<file path="src/hdl/gbb_pkg.sv">
package gbb_pkg;

  localparam int unsigned CoordBits  = 12;
  localparam int unsigned DimBits    = 8;
  localparam int unsigned CovBits    = 8;
  localparam int unsigned WordBits   = 32;
  localparam int unsigned ModeBits   = 2;
  localparam int unsigned SizeBits   = 2;
  localparam int unsigned PStrBits   = 3;
  localparam int unsigned LStrBits   = 15;
  localparam int unsigned CfgIdxBits = 3;
  localparam int unsigned QDepth     = 4;

  localparam int unsigned PxOffBits  = CoordBits + PStrBits;
  localparam int unsigned PyOffBits  = CoordBits + LStrBits;

  localparam logic [DimBits-1:0] GlyphDimMax = 8'hff;

  localparam logic [CfgIdxBits-1:0] CFG_PIXEL_MODE    = 3'd0;
  localparam logic [CfgIdxBits-1:0] CFG_SCREEN_WIDTH  = 3'd1;
  localparam logic [CfgIdxBits-1:0] CFG_SCREEN_HEIGHT = 3'd2;
  localparam logic [CfgIdxBits-1:0] CFG_FRAME_BASE    = 3'd3;
  localparam logic [CfgIdxBits-1:0] CFG_PIXEL_STRIDE  = 3'd4;
  localparam logic [CfgIdxBits-1:0] CFG_LINE_STRIDE   = 3'd5;

  localparam logic [ModeBits-1:0] MODE_8BPP   = 2'd0;
  localparam logic [ModeBits-1:0] MODE_RGB565 = 2'd1;
  localparam logic [ModeBits-1:0] MODE_32BPP  = 2'd2;
  localparam logic [ModeBits-1:0] MODE_NONE   = 2'd3;

  localparam logic [SizeBits-1:0] SIZE_BYTE = 2'd0;
  localparam logic [SizeBits-1:0] SIZE_HALF = 2'd1;
  localparam logic [SizeBits-1:0] SIZE_WORD = 2'd2;

  typedef struct packed {
    logic [ModeBits-1:0]  pixel_mode;
    logic [CoordBits-1:0] screen_width;
    logic [CoordBits-1:0] screen_height;
    logic [WordBits-1:0]  frame_base;
    logic [PStrBits-1:0]  pixel_stride;
    logic [LStrBits-1:0]  line_stride;
  } cfg_t;

  typedef struct packed {
    logic [CoordBits-1:0] x;
    logic [CoordBits-1:0] y;
    logic [WordBits-1:0]  data;
    logic [SizeBits-1:0]  size;
  } req_t;

  function automatic logic [DimBits-1:0] eff_dim(input logic [DimBits-1:0] d);
    logic [DimBits-1:0] r;
    r = (d > GlyphDimMax) ? GlyphDimMax : d;
    if (r == '0) begin
      r = {{(DimBits-1){1'b0}}, 1'b1};
    end
    return r;
  endfunction

endpackage

</file>
<file path="src/hdl/gbb_front.sv">
module gbb_front (
  input  logic                           clk_i,
  input  logic                           rst_ni,
  input  gbb_pkg::cfg_t                  cfg_i,
  input  logic                           in_valid_i,
  output logic                           in_stall_o,
  input  logic [gbb_pkg::CoordBits-1:0]  glyph_left_i,
  input  logic [gbb_pkg::CoordBits-1:0]  glyph_top_i,
  input  logic [gbb_pkg::DimBits-1:0]    glyph_width_i,
  input  logic [gbb_pkg::DimBits-1:0]    glyph_height_i,
  input  logic [gbb_pkg::CovBits-1:0]    coverage_i,
  input  logic [gbb_pkg::WordBits-1:0]   pixel_color_i,
  input  logic                           full_i,
  output logic                           push_o,
  output gbb_pkg::req_t                  push_req_o
);

  localparam int unsigned CB = gbb_pkg::CoordBits;
  localparam int unsigned DB = gbb_pkg::DimBits;

  logic [DB-1:0] col_q, col_d, row_q, row_d;
  logic [DB-1:0] col_inc, row_inc, w_eff, h_eff;
  logic [CB:0]   x_s, y_s;
  logic          accept, on_screen;
  logic [gbb_pkg::WordBits-1:0] color;

  assign in_stall_o = full_i;
  assign accept     = in_valid_i & ~full_i;

  // screen position, one bit wider to carry the sign
  assign x_s = {glyph_left_i[CB-1], glyph_left_i} + {{(CB+1-DB){1'b0}}, col_q};
  assign y_s = {glyph_top_i[CB-1], glyph_top_i} + {{(CB+1-DB){1'b0}}, row_q};

  assign on_screen = ~x_s[CB] & ~y_s[CB] &
                     (x_s[CB-1:0] < cfg_i.screen_width) &
                     (y_s[CB-1:0] < cfg_i.screen_height);

  assign color = pixel_color_i;

  always_comb begin
    push_req_o.x = x_s[CB-1:0];
    push_req_o.y = y_s[CB-1:0];
    case (cfg_i.pixel_mode)
      gbb_pkg::MODE_8BPP: begin
        push_req_o.data = {24'h0, color[7:0]};
        push_req_o.size = gbb_pkg::SIZE_BYTE;
      end
      gbb_pkg::MODE_RGB565: begin
        push_req_o.data = {16'h0, color[23:19], color[15:10], color[7:3]};
        push_req_o.size = gbb_pkg::SIZE_HALF;
      end
      default: begin
        push_req_o.data = color;
        push_req_o.size = gbb_pkg::SIZE_WORD;
      end
    endcase
  end

  assign push_o = accept & on_screen & (coverage_i != '0) &
                  (cfg_i.pixel_mode != gbb_pkg::MODE_NONE);

  assign w_eff   = gbb_pkg::eff_dim(glyph_width_i);
  assign h_eff   = gbb_pkg::eff_dim(glyph_height_i);
  assign col_inc = col_q + 1'b1;
  assign row_inc = row_q + 1'b1;

  always_comb begin
    col_d = col_q;
    row_d = row_q;
    if (accept) begin
      col_d = col_inc;
      if (col_inc >= w_eff || col_inc == '0) begin
        col_d = '0;
        row_d = row_inc;
        if (row_inc >= h_eff || row_inc == '0) begin
          row_d = '0;
        end
      end
    end
  end

  always_ff @(posedge clk_i or negedge rst_ni) begin
    if (!rst_ni) begin
      col_q <= '0;
      row_q <= '0;
    end else begin
      col_q <= col_d;
      row_q <= row_d;
    end
  end

endmodule

</file>
<file path="src/hdl/gbb_fifo.sv">
module gbb_fifo (
  input  logic          clk_i,
  input  logic          rst_ni,
  input  logic          push_i,
  input  gbb_pkg::req_t push_req_i,
  output logic          full_o,
  input  logic          pop_i,
  output logic          empty_o,
  output gbb_pkg::req_t pop_req_o
);

  localparam int unsigned Depth = gbb_pkg::QDepth;
  localparam int unsigned PtrW  = (Depth > 1) ? $clog2(Depth) : 1;
  localparam int unsigned CntW  = $clog2(Depth + 1);
  localparam logic [PtrW-1:0] PtrLast = PtrW'(Depth - 1);
  localparam logic [CntW-1:0] CntFull = CntW'(Depth);

  gbb_pkg::req_t mem_q [Depth];
  logic [PtrW-1:0] wr_q, rd_q;
  logic [CntW-1:0] cnt_q;
  logic            do_push, do_pop;

  assign full_o    = (cnt_q == CntFull);
  assign empty_o   = (cnt_q == '0);
  assign do_push   = push_i & ~full_o;
  assign do_pop    = pop_i & ~empty_o;
  assign pop_req_o = mem_q[rd_q];

  always_ff @(posedge clk_i) begin
    if (do_push) begin
      mem_q[wr_q] <= push_req_i;
    end
  end

  always_ff @(posedge clk_i or negedge rst_ni) begin
    if (!rst_ni) begin
      wr_q  <= '0;
      rd_q  <= '0;
      cnt_q <= '0;
    end else begin
      if (do_push) begin
        wr_q <= (wr_q == PtrLast) ? '0 : wr_q + 1'b1;
      end
      if (do_pop) begin
        rd_q <= (rd_q == PtrLast) ? '0 : rd_q + 1'b1;
      end
      if (do_push && !do_pop) begin
        cnt_q <= cnt_q + 1'b1;
      end else if (do_pop && !do_push) begin
        cnt_q <= cnt_q - 1'b1;
      end
    end
  end

endmodule

</file>
<file path="src/hdl/gbb_back.sv">
module gbb_back (
  input  logic                          clk_i,
  input  logic                          rst_ni,
  input  gbb_pkg::cfg_t                 cfg_i,
  input  logic                          empty_i,
  input  gbb_pkg::req_t                 req_i,
  output logic                          pop_o,
  output logic                          out_valid_o,
  input  logic                          out_stall_i,
  output logic [gbb_pkg::WordBits-1:0]  write_address_o,
  output logic [gbb_pkg::WordBits-1:0]  write_data_o,
  output logic [gbb_pkg::SizeBits-1:0]  write_size_o
);

  localparam int unsigned WB = gbb_pkg::WordBits;

  logic                          s1_v_q, out_v_q;
  logic [gbb_pkg::PxOffBits-1:0] px_q;
  logic [gbb_pkg::PyOffBits-1:0] py_q;
  logic [WB-1:0]                 s1_data_q, data_q, addr_q;
  logic [gbb_pkg::SizeBits-1:0]  s1_size_q, size_q;
  logic                          out_ready, s1_ready, s1_move;
  logic [WB-1:0]                 addr_d;

  assign out_ready = ~out_v_q | ~out_stall_i;
  assign s1_move   = s1_v_q & out_ready;
  assign s1_ready  = ~s1_v_q | out_ready;
  assign pop_o     = ~empty_i & s1_ready;

  assign addr_d = cfg_i.frame_base
                + WB'(px_q)
                + WB'(py_q);

  // stage 1: offsets; output stage: address add
  always_ff @(posedge clk_i) begin
    if (pop_o) begin
      px_q      <= req_i.x * cfg_i.pixel_stride;
      py_q      <= req_i.y * cfg_i.line_stride;
      s1_data_q <= req_i.data;
      s1_size_q <= req_i.size;
    end
    if (s1_move) begin
      addr_q <= addr_d;
      data_q <= s1_data_q;
      size_q <= s1_size_q;
    end
  end

  always_ff @(posedge clk_i or negedge rst_ni) begin
    if (!rst_ni) begin
      s1_v_q  <= 1'b0;
      out_v_q <= 1'b0;
    end else begin
      if (s1_ready) begin
        s1_v_q <= pop_o;
      end
      if (out_ready) begin
        out_v_q <= s1_v_q;
      end
    end
  end

  assign out_valid_o     = out_v_q;
  assign write_address_o = addr_q;
  assign write_data_o    = data_q;
  assign write_size_o    = size_q;

endmodule

</file>
<file path="src/hdl/glyph_bitmap_blitter.sv">
// Glyph bitmap blitter.
// Input channel (in_valid_i / in_stall_o): one glyph coverage byte per request,
// row-major, with glyph placement, size and color. A request is taken at a
// clock edge with in_valid_i high and in_stall_o low; column/row counters
// inside the glyph advance on every request and wrap after the last pixel.
// Output channel (out_valid_o / out_stall_i): one framebuffer write per drawn
// pixel (nonzero coverage, on screen, supported mode); other pixels give none.
// Path: a drawn pixel passes the request queue, stage 1 and the output register.
// Throughput: one request per cycle while in_stall_o is low, set by the two-stage
// write pipeline (stride multiplies, then address add) behind a 4-entry request queue.
// When the receiver stalls, the output and stage 1 hold and the queue takes up
// to 4 more writes; once it is full in_stall_o rises for every request until
// the receiver resumes and the queue frees an entry.
// Configuration (cfg_we_i, cfg_index_i, cfg_data_i) is to be written by the user
// only while idle (the block does not enforce this); writes to indexes 6 and 7 are ignored.
// Reset: counters at zero, queue and pipeline empty, registers at defaults
// (32bpp, 800x480, base 0, pixel stride 4, line stride 3200).
module glyph_bitmap_blitter (
  input  logic                            clk_i,
  input  logic                            rst_ni,
  input  logic                            cfg_we_i,
  input  logic [gbb_pkg::CfgIdxBits-1:0]  cfg_index_i,
  input  logic [gbb_pkg::WordBits-1:0]    cfg_data_i,
  input  logic                            in_valid_i,
  output logic                            in_stall_o,
  input  logic [gbb_pkg::CoordBits-1:0]   glyph_left_i,
  input  logic [gbb_pkg::CoordBits-1:0]   glyph_top_i,
  input  logic [gbb_pkg::DimBits-1:0]     glyph_width_i,
  input  logic [gbb_pkg::DimBits-1:0]     glyph_height_i,
  input  logic [gbb_pkg::CovBits-1:0]     coverage_i,
  input  logic [gbb_pkg::WordBits-1:0]    pixel_color_i,
  output logic                            out_valid_o,
  input  logic                            out_stall_i,
  output logic [gbb_pkg::WordBits-1:0]    write_address_o,
  output logic [gbb_pkg::WordBits-1:0]    write_data_o,
  output logic [gbb_pkg::SizeBits-1:0]    write_size_o
);

  gbb_pkg::cfg_t cfg_q;
  gbb_pkg::req_t push_req, pop_req;
  logic          push, full, pop, empty;

  always_ff @(posedge clk_i or negedge rst_ni) begin
    if (!rst_ni) begin
      cfg_q.pixel_mode    <= gbb_pkg::MODE_32BPP;
      cfg_q.screen_width  <= 12'd800;
      cfg_q.screen_height <= 12'd480;
      cfg_q.frame_base    <= '0;
      cfg_q.pixel_stride  <= 3'd4;
      cfg_q.line_stride   <= 15'd3200;
    end else if (cfg_we_i) begin
      case (cfg_index_i)
        gbb_pkg::CFG_PIXEL_MODE:    cfg_q.pixel_mode    <= cfg_data_i[gbb_pkg::ModeBits-1:0];
        gbb_pkg::CFG_SCREEN_WIDTH:  cfg_q.screen_width  <= cfg_data_i[gbb_pkg::CoordBits-1:0];
        gbb_pkg::CFG_SCREEN_HEIGHT: cfg_q.screen_height <= cfg_data_i[gbb_pkg::CoordBits-1:0];
        gbb_pkg::CFG_FRAME_BASE:    cfg_q.frame_base    <= cfg_data_i;
        gbb_pkg::CFG_PIXEL_STRIDE:  cfg_q.pixel_stride  <= cfg_data_i[gbb_pkg::PStrBits-1:0];
        gbb_pkg::CFG_LINE_STRIDE:   cfg_q.line_stride   <= cfg_data_i[gbb_pkg::LStrBits-1:0];
        default: begin
        end
      endcase
    end
  end

  gbb_front u_front (
    .clk_i          (clk_i),
    .rst_ni         (rst_ni),
    .cfg_i          (cfg_q),
    .in_valid_i     (in_valid_i),
    .in_stall_o     (in_stall_o),
    .glyph_left_i   (glyph_left_i),
    .glyph_top_i    (glyph_top_i),
    .glyph_width_i  (glyph_width_i),
    .glyph_height_i (glyph_height_i),
    .coverage_i     (coverage_i),
    .pixel_color_i  (pixel_color_i),
    .full_i         (full),
    .push_o         (push),
    .push_req_o     (push_req)
  );

  gbb_fifo u_fifo (
    .clk_i      (clk_i),
    .rst_ni     (rst_ni),
    .push_i     (push),
    .push_req_i (push_req),
    .full_o     (full),
    .pop_i      (pop),
    .empty_o    (empty),
    .pop_req_o  (pop_req)
  );

  gbb_back u_back (
    .clk_i           (clk_i),
    .rst_ni          (rst_ni),
    .cfg_i           (cfg_q),
    .empty_i         (empty),
    .req_i           (pop_req),
    .pop_o           (pop),
    .out_valid_o     (out_valid_o),
    .out_stall_i     (out_stall_i),
    .write_address_o (write_address_o),
    .write_data_o    (write_data_o),
    .write_size_o    (write_size_o)
  );

endmodule

</file>
<file path="config.mk">
export PLATFORM = sky130hd
export DESIGN_NAME = glyph_bitmap_blitter
export DESIGN_NICKNAME = d
export VERILOG_FILES = /design/src/hdl/gbb_pkg.sv /design/src/hdl/gbb_front.sv /design/src/hdl/gbb_fifo.sv /design/src/hdl/gbb_back.sv /design/src/hdl/glyph_bitmap_blitter.sv
export SDC_FILE = /design/constraint.sdc
export NUM_CORES = 1
export LEC_CHECK = 0
export ABC_AREA = 1
export BUFFER_PORTS_ARGS = -buffer_cell sky130_fd_sc_hd__buf_2
export CORE_MARGIN = 3
export CORE_UTILIZATION = 50
export DETAILED_ROUTE_END_ITERATION = 6
export GPL_TIMING_DRIVEN = 0
export PLACE_DENSITY = 0.77
export RECOVER_POWER = 25
export SLEW_MARGIN = 20
export SYNTH_ARGS = -nofsm -noshare
export SYNTH_HDL_FRONTEND = slang
export SYNTH_SLANG_ARGS = --single-unit
</file>
<file path="constraint.sdc">
create_clock -name clk_i -period 7.9 [get_ports clk_i]
set_input_delay 1.185 -clock clk_i [delete_from_list [all_inputs] [get_ports clk_i]]
set_output_delay 1.185 -clock clk_i [all_outputs]
set_load 0.05 [all_outputs]
</file>
==> results of run 1 <==
## cells by family (layout without fill, tap and decap cells)
group	count (synthesis)	after routing	share of synthesized area, %
XOR/XNOR	63	63	1.93
multiplexers	13	13	0.511
adder cells (fa/ha/maj)	340	340	19.0
AO/OA/AOI/OAI	380	380	7.22
AND/OR/NAND/NOR	1125	1125	16.0
flip-flops	475	475	48.1
buffers and inverters	539	827	7.25
## worst reg2reg max path, stage by stage (launching register included)
cell and delay [ps]:
dfrtp_1 380, clkbuf_1 330, inv_4 240, clkbuf_1 460
nand2_1 110, nand3_1 90, nand2_1 300, inv_1 390
nand2_1 130, fa_1 520, inv_1 50, fa_1 460
fa_1 530, fa_1 540, inv_1 50, fa_1 530
inv_1 40, ha_1 340, a21oi_1 240, o21ai_0 180
a21oi_1 190, nand2b_1 160, nand3_1 70, nand2_1 70
nand2_1 90
## per-layer routing
metal	routed length [um]	vias up	share of wire [%]	track usage, %
met5	0	-	0	0
met4	1870	0	2.8	6.96
met3	5720	128	8.5	3.45
met2	32000	853	47	37.5
met1	28000	10100	41	30.7
li1	-	10100	-	-
## sequential cells by signal (all words and copies together) (netlist names)
register / cells
u_back.write_address_o: 32
u_back.write_size_o: 2
u_back.out_valid_o: 1
u_fifo.wr_q: 2
u_front.row_q: 8
u_front.col_q: 8
cfg_q: 76
u_fifo.rd_q: 2
u_back.s1_size_q: 2
u_back.s1_v_q: 1
u_back.write_data_o: 32
u_fifo.mem_q: 232
u_back.py_q: 27
u_back.s1_data_q: 32
u_fifo.cnt_q: 3
u_back.px_q: 15
## cells in the final DEF, fill, tap and decap left out, types with 22 or more instances in the layout
master       n
a21oi_1     98
buf_2      202
clkbuf_1    65
clkbuf_16   49
dfrtp_1     89
edfxtp_1   374
fa_1       160
ha_1       180
inv_1      452
nand2_1    678
nand3_1    102
nand4_1     27
nor2_1     274
o21ai_0    199
o22ai_1     48
xnor2_1     22
xor2_1      41
## metrics by stage
step,TNS [ps],instances,worst slack [ps],hold slack (ps)
after global placement,-208940,3878,-1020,403
after floorplan,0,2935,1470,400
final,0,3979,1150,417
after global routing,0,3979,741,425
after CTS,0,3979,1580,416
after detailed placement,0,3891,1580,405
## layout make-up
class / count / area share (%)
Clock inverter: 26 / 0.777
Sequential cell: 475 / 42.6
Inverter: 458 / 5.32
Clock buffer: 62 / 4.03
Buffer: 81 / 1.08
Multi-Input combinational cell: 1921 / 39.6
Timing Repair Buffer: 200 / 3.67
Tap cell: 756 / 2.92
## final timing paths
path,slack [ps],cells after the start,end,start
worst max-delay path,1150,24,u_back.py_q[26],u_fifo.rd_q[0]
worst min-delay path,420,0,u_back.write_data_o[2],u_back.s1_data_q[2]
worst max register to register,1150,24,u_back.py_q[26],u_fifo.rd_q[0]
worst min register to register,420,0,u_back.write_data_o[2],u_back.s1_data_q[2]
max in group asynchronous,1950,2,u_front.row_q[2],rst_ni
min in group asynchronous,1040,1,cfg_q[49],rst_ni
==> results.toml, run 1 <==
[layout]
final_net_count = 3646
fin_area_um2 = 32400
fillers = 4645
regArea_um2 = 13800
fin_util_pct = 57.3
multiInputGateArea_um2 = 12800
num_antenna_cells = 0
drive_gt1_share_pct = 10.4
syn2layout_area_growth_pct = 13.0

[floorplan]
die-area_um2 = 60200
core_um2 = 56500
die_h_um = 245
initial_core_util_pct = 50.7
die_w_um = 245
rows = 87
ioPinCount = 188

[synth]
synth-seq-cells = 475
synth_cells = 2935
yosysSeqAreaShare_pct = 48.1
synthTopCellsByCount = "nand2_1, inv_1, edfxtp_1"
synthTopCellsByArea = "edfxtp_1, fa_1, nand2_1"
synth_ff_type = "edfxtp_1"
synth.distinct_cells = 53
yosys.cell_count.top_type = "nand2_1"
synth_nets = 3395
syn_area_um2 = 28600
yosys.area.top_type_share_pct = 39.2
yosys.area.top_type = "edfxtp_1"
syn_area_per_cell_um2 = 9.76
ys_async_sr_fraction_pct = 21.3
synth_edf_count = 374
yosys_warnings = 0

[detailed_routing]
drc_errors = 0
vias = 21100
vias_per_cell = 5.31
firstDrtPassIters = 5
avgRoutedWirePerCell_um = 17.0
drt_iter0_drc = 1728
finalWirelength_um = 67500
antenna_left = 0

[place]
port_buffers = 187
gp_congestion = 0.936
postPlaceCellArea_um2 = 30900
dp_hpwl_um = 51000

[critical_path]
cp_top_family = "adder cells"
crit_buf_inv = 7
crit_chain = "clkbuf_1 > inv_4 > clkbuf_1 > nand2_1 > nand3_1 > nand2_1 > inv_1 > nand2_1 > fa_1 > inv_1 > fa_1 > fa_1 > fa_1 > inv_1 > fa_1 > inv_1 > ha_1 > a21oi_1 > o21ai_0 > a21oi_1 > nand2b_1 > nand3_1 > nand2_1 > nand2_1"
cp-end-kind = "flip-flop"
worstPathMaxFanout = 10
cp.required_ps = 8220
crit_arrival_ps = 7070
cpPeakStageDelay_ps = 540
critical_path.slowest_cell = "fa_1"
worst-setup-path-type = "reg2reg"
cp-start-kind = "flip-flop"

[clock_tree]
clk_latency_ps = 590
postCtsSetupRepairBufs = 0
cts_tree = "yes"
cts_buffers = 49
ctsLongestPathBuffers = 3
root_buffer = "clkbuf_16"
cts_resized = 0
hold_buffers = 0
h-tree-depth = 2
clk_pin_slew_ps = 60
clkSinkCount = 475

[timing]
max-slew-margin-rel_pct = -191
finalCritPeriodShare_pct = 85.4
fin_worst_skew_ps = 23.3
rsz0062_at_grt = "no"
worst_pin_slew_ps = 4360
setup_viol = 0
fmax_mhz = 148
fin_crit_ps = 6750
slew_violations = 130
hold_violations = 0

[grt]
overflow = 0
antenna_found_initial = 1
grt_pass1_vias = 20600
grt_use_total_pct = 22.6
grt_start_max_net_pins = 75
grt_pass1_wl_um = 107000

[worst_hold_path]
hold_class = "reg2reg"

[outcome]
violations = "max-capacitance violations, max-slew violations"
status = "complete, but fails checks"

[run]
drv_cap = 3
Power of run 1 is left out: the tool's default activity adds up to more than one toggle a clock period on the data nets, which glitch-free logic cannot reach.
==> run 2: changes to the inputs <==
--- a/config.mk
+++ b/config.mk
@@ -6,12 +6,12 @@
 export NUM_CORES = 1
 export LEC_CHECK = 0
 export ABC_AREA = 1
-export BUFFER_PORTS_ARGS = -buffer_cell sky130_fd_sc_hd__buf_2
 export CORE_MARGIN = 3
 export CORE_UTILIZATION = 50
 export DETAILED_ROUTE_END_ITERATION = 6
+export DONT_BUFFER_PORTS = 1
 export GPL_TIMING_DRIVEN = 0
-export PLACE_DENSITY = 0.77
+export PLACE_DENSITY = 0.74
 export RECOVER_POWER = 25
 export SLEW_MARGIN = 20
 export SYNTH_ARGS = -nofsm -noshare
==> run 2 against run 1 <==
  * The flow now finishes without violations
  * Critical path depth grew 1
  * Hold slack got worse by 130 ps
  * Maximum frequency rose by 1.9%
  * Flip-flop and latch count did not move
  * Die area is the same
  * Worst setup slack better by 120 ps
  * Sequential share of layout area rose by 1.1 points
  * Via count is 4.1% lower
  * First-iteration DRC count is 10% lower
  * Routed wire length decreased by 1.5%
  * Largest cell class unchanged
==> results.toml, run 2 (synthesis gave the netlist of run 1 again) <==
[detailed_routing]
vias_per_cell = 5.34
wl_met1_um = 27800
route.met3.wl_um = 5810
wl_met2_um = 31000
vias = 20300
drc_errors = 0
drt_iter0_drc = 1552
firstDrtPassIters = 6
avgRoutedWirePerCell_um = 17.5
finalWirelength_um = 66500
routed.top_layer = "met4"
antenna_left = 0

[grt]
antenna_found_initial = 2
grt_use_total_pct = 22.3
grt_start_max_net_pins = 102
grt_pass1_vias = 19700
grt_pass1_wl_um = 105000
overflow = 0

[timing]
finalCritPeriodShare_pct = 83.8
tns_ps = 0
max-slew-margin-rel_pct = 19.7
worst_slack_ps = 1280
hold_violations = 0
fmax_mhz = 151
fin_worst_skew_ps = 26.6
slew_violations = 0
worst_pin_slew_ps = 1200
fin_crit_ps = 6620
setup_viol = 0
rsz0062_at_grt = "no"

[clock_tree]
root_buffer = "clkbuf_16"
clk_latency_ps = 600
cts_buffers = 48
h-tree-depth = 2
clk_pin_slew_ps = 70
cts_tree = "yes"
hold_buffers = 0
clkSinkCount = 475
cts_resized = 0
ctsLongestPathBuffers = 3
postCtsSetupRepairBufs = 0

[place]
port_buffers = 0
gp_congestion = 0.958
dp_hpwl_um = 50100
place_worst_setup_slack_ps = 1540

[outcome]
status = "finished clean"

[run]
drv_cap = 0

[layout]
final_net_count = 3457
fin_util_pct = 55.8
syn2layout_area_growth_pct = 10.1
top_register = "u_fifo.mem_q"
final_cell_mix = "nand2_1, inv_1, edfxtp_1"
final_common_cell = "nand2_1"
reg_top3 = "u_fifo.mem_q (232), cfg_q (76)"
largest_reg_flops = 232
drive_gt1_share_pct = 5.37

[critical_path]
crit_top_cell = "nand2_1"
cp.required_ps = 8250
crit_arrival_ps = 6980
worstPathMaxFanout = 10
critical_path.slowest_cell = "fa_1"
r2r_start = "u_fifo.rd_q[0]"
crit_path_start = "u_fifo.rd_q[0]"
worst-setup-path-type = "reg2reg"
cp-start-kind = "flip-flop"
r2r_setup_slack_ps = 1280
cpPeakStageDelay_ps = 540
cp-end-kind = "flip-flop"

[floorplan]
ioPinCount = 188
core_um2 = 56500
rows = 87
initial_core_util_pct = 50.7
die-area_um2 = 60200
die_w_um = 245
die_h_um = 245

[worst_hold_path]
hold_class = "in2async"
[run 2: changes by cell type in the layout (fill, tap and decap cells not counted), moves of 2 or more]
cell,before,now
inv_6,7,4
clkbuf_1,65,52
diode_2,0,2
clkbuf_8,3,5
buf_16,4,6
clkinv_2,7,10
buf_2,202,21
clkinvlp_4,0,2
[run 2: per-stage QoR]
step | instance area (um2) | hold WS [ps] | instances
CTS | 31500 | 256 | 3793
global route | 31500 | 261 | 3794
detailed placement | 29900 | 405 | 3703
finish | 31500 | 286 | 3795
global placement | 29600 | 402 | 3691
floorplan | 28600 | 400 | 2935
[run 2: layout make-up]
cell class	instances	area, um2
clock inverters	32	338
well taps	756	946
multi-input cells	1921	12800
repair buffers	12	285
inverters	458	1720
flip-flops and latches	475	13800
clock buffers	58	1290
fillers	4776	25000
diodes	2	5.00
plain buffers	81	350
[run 2: final timing paths]
check / endpoint / depth (start not counted)
min in group clk_i: u_back.write_data_o[25] / 0
worst max register to register: u_back.py_q[20] / 25
worst min-delay path: cfg_q[48] / 0
worst max-delay path: u_back.py_q[20] / 25
worst min register to register: u_back.write_data_o[25] / 0
max in group asynchronous: cfg_q[71] / 0
[run 2: metal layers]
| metal | up-vias | GRT usage (%) |
|---|---|---|
| met1 | 9691 | 30.1 |
| met2 | 749 | 36.2 |
| met3 | 129 | 4.59 |
| met5 | - | 0 |
| li1 | 9707 | - |
| met4 | 0 | 7.36 |
[run 2: critical path, delay by kind of cell, from the launching register on]
family          cells  cell delay, ps
compound gates      3             650
simple gates        8             870
flops               1             380
buf+inv             8            1540
fa+ha+maj           6            2920
Power of run 2 is left out for the same reason.
==> run 3: changes to the inputs <==
--- a/config.mk
+++ b/config.mk
@@ -11,7 +11,7 @@
 export DETAILED_ROUTE_END_ITERATION = 6
 export DONT_BUFFER_PORTS = 1
 export GPL_TIMING_DRIVEN = 0
-export PLACE_DENSITY = 0.74
+export PLACE_DENSITY = 0.77
 export RECOVER_POWER = 25
 export SLEW_MARGIN = 20
 export SYNTH_ARGS = -nofsm -noshare
==> constraint.sdc (replaced) <==
create_clock -name clk_i -period 5.45 [get_ports clk_i]
set_input_delay 0.8175 -clock clk_i [delete_from_list [all_inputs] [get_ports clk_i]]
set_output_delay 0.8175 -clock clk_i [all_outputs]
set_load 0.05 [all_outputs]
==> run 3 against run 2 <==
  * Core utilization is 2.3 points higher
  * Maximum frequency grew 23%
  * Sequential share of layout area fell by 1.7 points
  * Worst setup slack got worse by 1200 ps
  * Die area unchanged
  * First-iteration DRC count increased by 21%
  * Global-route usage grew 0.33 points
  * Via count increased by 4.0%
  * Flip-flop and latch count unchanged
  * Highest routed layer unchanged
  * Non-clock buffer count grew 44
==> results.toml, run 3 (synthesis gave the netlist of run 1 again) <==
[critical_path]
crit_path_start = "u_fifo.rd_q[0]"
cp-start-kind = "flip-flop"
critical_path.slowest_cell = "fa_1"
worstRegToRegCells = 24
worstPathMaxFanout = 6
crit_top_cell = "fa_1"
crit_chain = "buf_12 > clkinv_8 > buf_8 > nand2_1 > nand3_2 > nand2_2 > inv_2 > buf_6 > buf_6 > nand2_1 > fa_1 > fa_1 > inv_1 > fa_1 > fa_1 > inv_1 > fa_1 > inv_2 > ha_4 > nand4_1 > nor3_2 > nand4_1 > nand3_1 > xor2_1"
r2r_start = "u_fifo.rd_q[0]"
crit_arrival_ps = 5810
cpPeakStageDelay_ps = 510
worst-setup-path-type = "reg2reg"
r2r_setup_slack_ps = 40
cp-end-kind = "flip-flop"
rr_endpoint = "u_back.py_q[23]"
cp.required_ps = 5850

[layout]
fin_util_pct = 58.1
fin_area_um2 = 32800
final_cell_mix = "nand2_1, inv_1, edfxtp_1"
final_net_count = 3504
top_register = "u_fifo.mem_q"
largest_reg_flops = 232
drive_gt1_share_pct = 11.7
syn2layout_area_growth_pct = 14.5
final_common_cell = "nand2_1"
reg_top3 = "u_fifo.mem_q (232), cfg_q (76)"

[timing]
hold_violations = 0
rsz0062_at_grt = "yes"
finalCritPeriodShare_pct = 99.2
fmax_mhz = 185
fin_crit_ps = 5410
worst_pin_slew_ps = 794
fin_worst_skew_ps = 37.2
max-slew-margin-rel_pct = 46.9
setup_viol = 0
slew_violations = 0
tns_ps = 0

[grt]
grt_pass1_wl_um = 107000
antenna_found_initial = 3
grt_start_max_net_pins = 90
grt_pass1_vias = 20300
overflow = 0
grt_use_total_pct = 22.6

[floorplan]
rows = 87
initial_core_util_pct = 50.7
core_um2 = 56500
die_h_um = 245
ioPinCount = 188
die-area_um2 = 60200
die_w_um = 245

[clock_tree]
clkSinkCount = 475
clk_pin_slew_ps = 60
clk_latency_ps = 590
h-tree-depth = 2
cts_tree = "yes"
ctsLongestPathBuffers = 3
cts_buffers = 49
root_buffer = "clkbuf_16"

[run]
drv_cap = 0

[detailed_routing]
drc_errors = 0
firstDrtPassIters = 6
drt_iter0_drc = 1880
antenna_left = 0
avgRoutedWirePerCell_um = 18.4
vias = 21100
finalWirelength_um = 70800
vias_per_cell = 5.49

[place]
dp_hpwl_um = 50800
postPlaceCellArea_um2 = 29900
gp_congestion = 0.939
port_buffers = 0

[outcome]
status = "finished clean"

[worst_hold_path]
hold_class = "in2async"
run 3: cell types whose count changed in the layout (fill, tap and decap cells not counted), sizes merged:
cell and delta:
clkinv -4, nand2 +1, inv -3, clkinvlp -1
bufinv -3, dlymetal6s2s +1, clkbuf +10, buf +43
run 3: worst max-delay path by stage:
stage	to	slack (ps)	cells past startpoint
final	u_back.py_q[23]	40	24
after global routing	u_back.py_q[24]	-90	25
after CTS	u_back.py_q[23]	5	21
after detailed placement	u_back.py_q[20]	-870	23
after global placement	u_fifo.mem_q[3][31]	-2900	19
after floorplan	u_fifo.mem_q[0][0]	-610	19
run 3: cell type report:
cell class              instances  area (um2)
plain buffers                  80         460
inverters                     458        1770
well taps                     756         946
diodes                          2        5.00
clock inverters                20         185
repair buffers                 57         689
flip-flops and latches        475       13800
repair inverters                1        8.76
multi-input cells            1922       13600
fillers                      4487       23700
clock buffers                  68        1400
run 3: worst max-delay path, delay by kind of cell, from the launching register on:
family	cells	cell delay, ps
XOR/XNOR	1	250
buffers and inverters	9	870
adder cells (fa/ha/maj)	6	2770
flip-flops	1	450
AND/OR/NAND/NOR	8	930
run 3: routing by layer:
layer	vias up	global-route usage [%]	wire, um
met5	-	0	0
met2	957	37.5	33700
met4	0	6.89	2370
li1	9808	-	-
met3	164	4.44	6220
met1	10200	30.3	28500
run 3: metrics by stage:
step           hold slack (ps)  worst slack, ps  std cells
6_report                  87.2             43.3       3839
5_1_grt                   55.8            -94.5       3838
4_1_cts                   43.9             5.41       3801
3_5_place_dp               405             -868       3703
3_3_place_gp               402            -2900       3691
2_1_floorplan              400             -614       2935
run 3: repair_timing:
item,4_1_cts,5_1_grt
pin swaps,10,94
gates cloned,0,6
endpoints found under the setup margin,17,15
endpoints found under the hold margin,89,0
setup buffers,9,31
hold buffers,1,0
resized for setup,84,168
Power of run 3 is left out for the same reason.
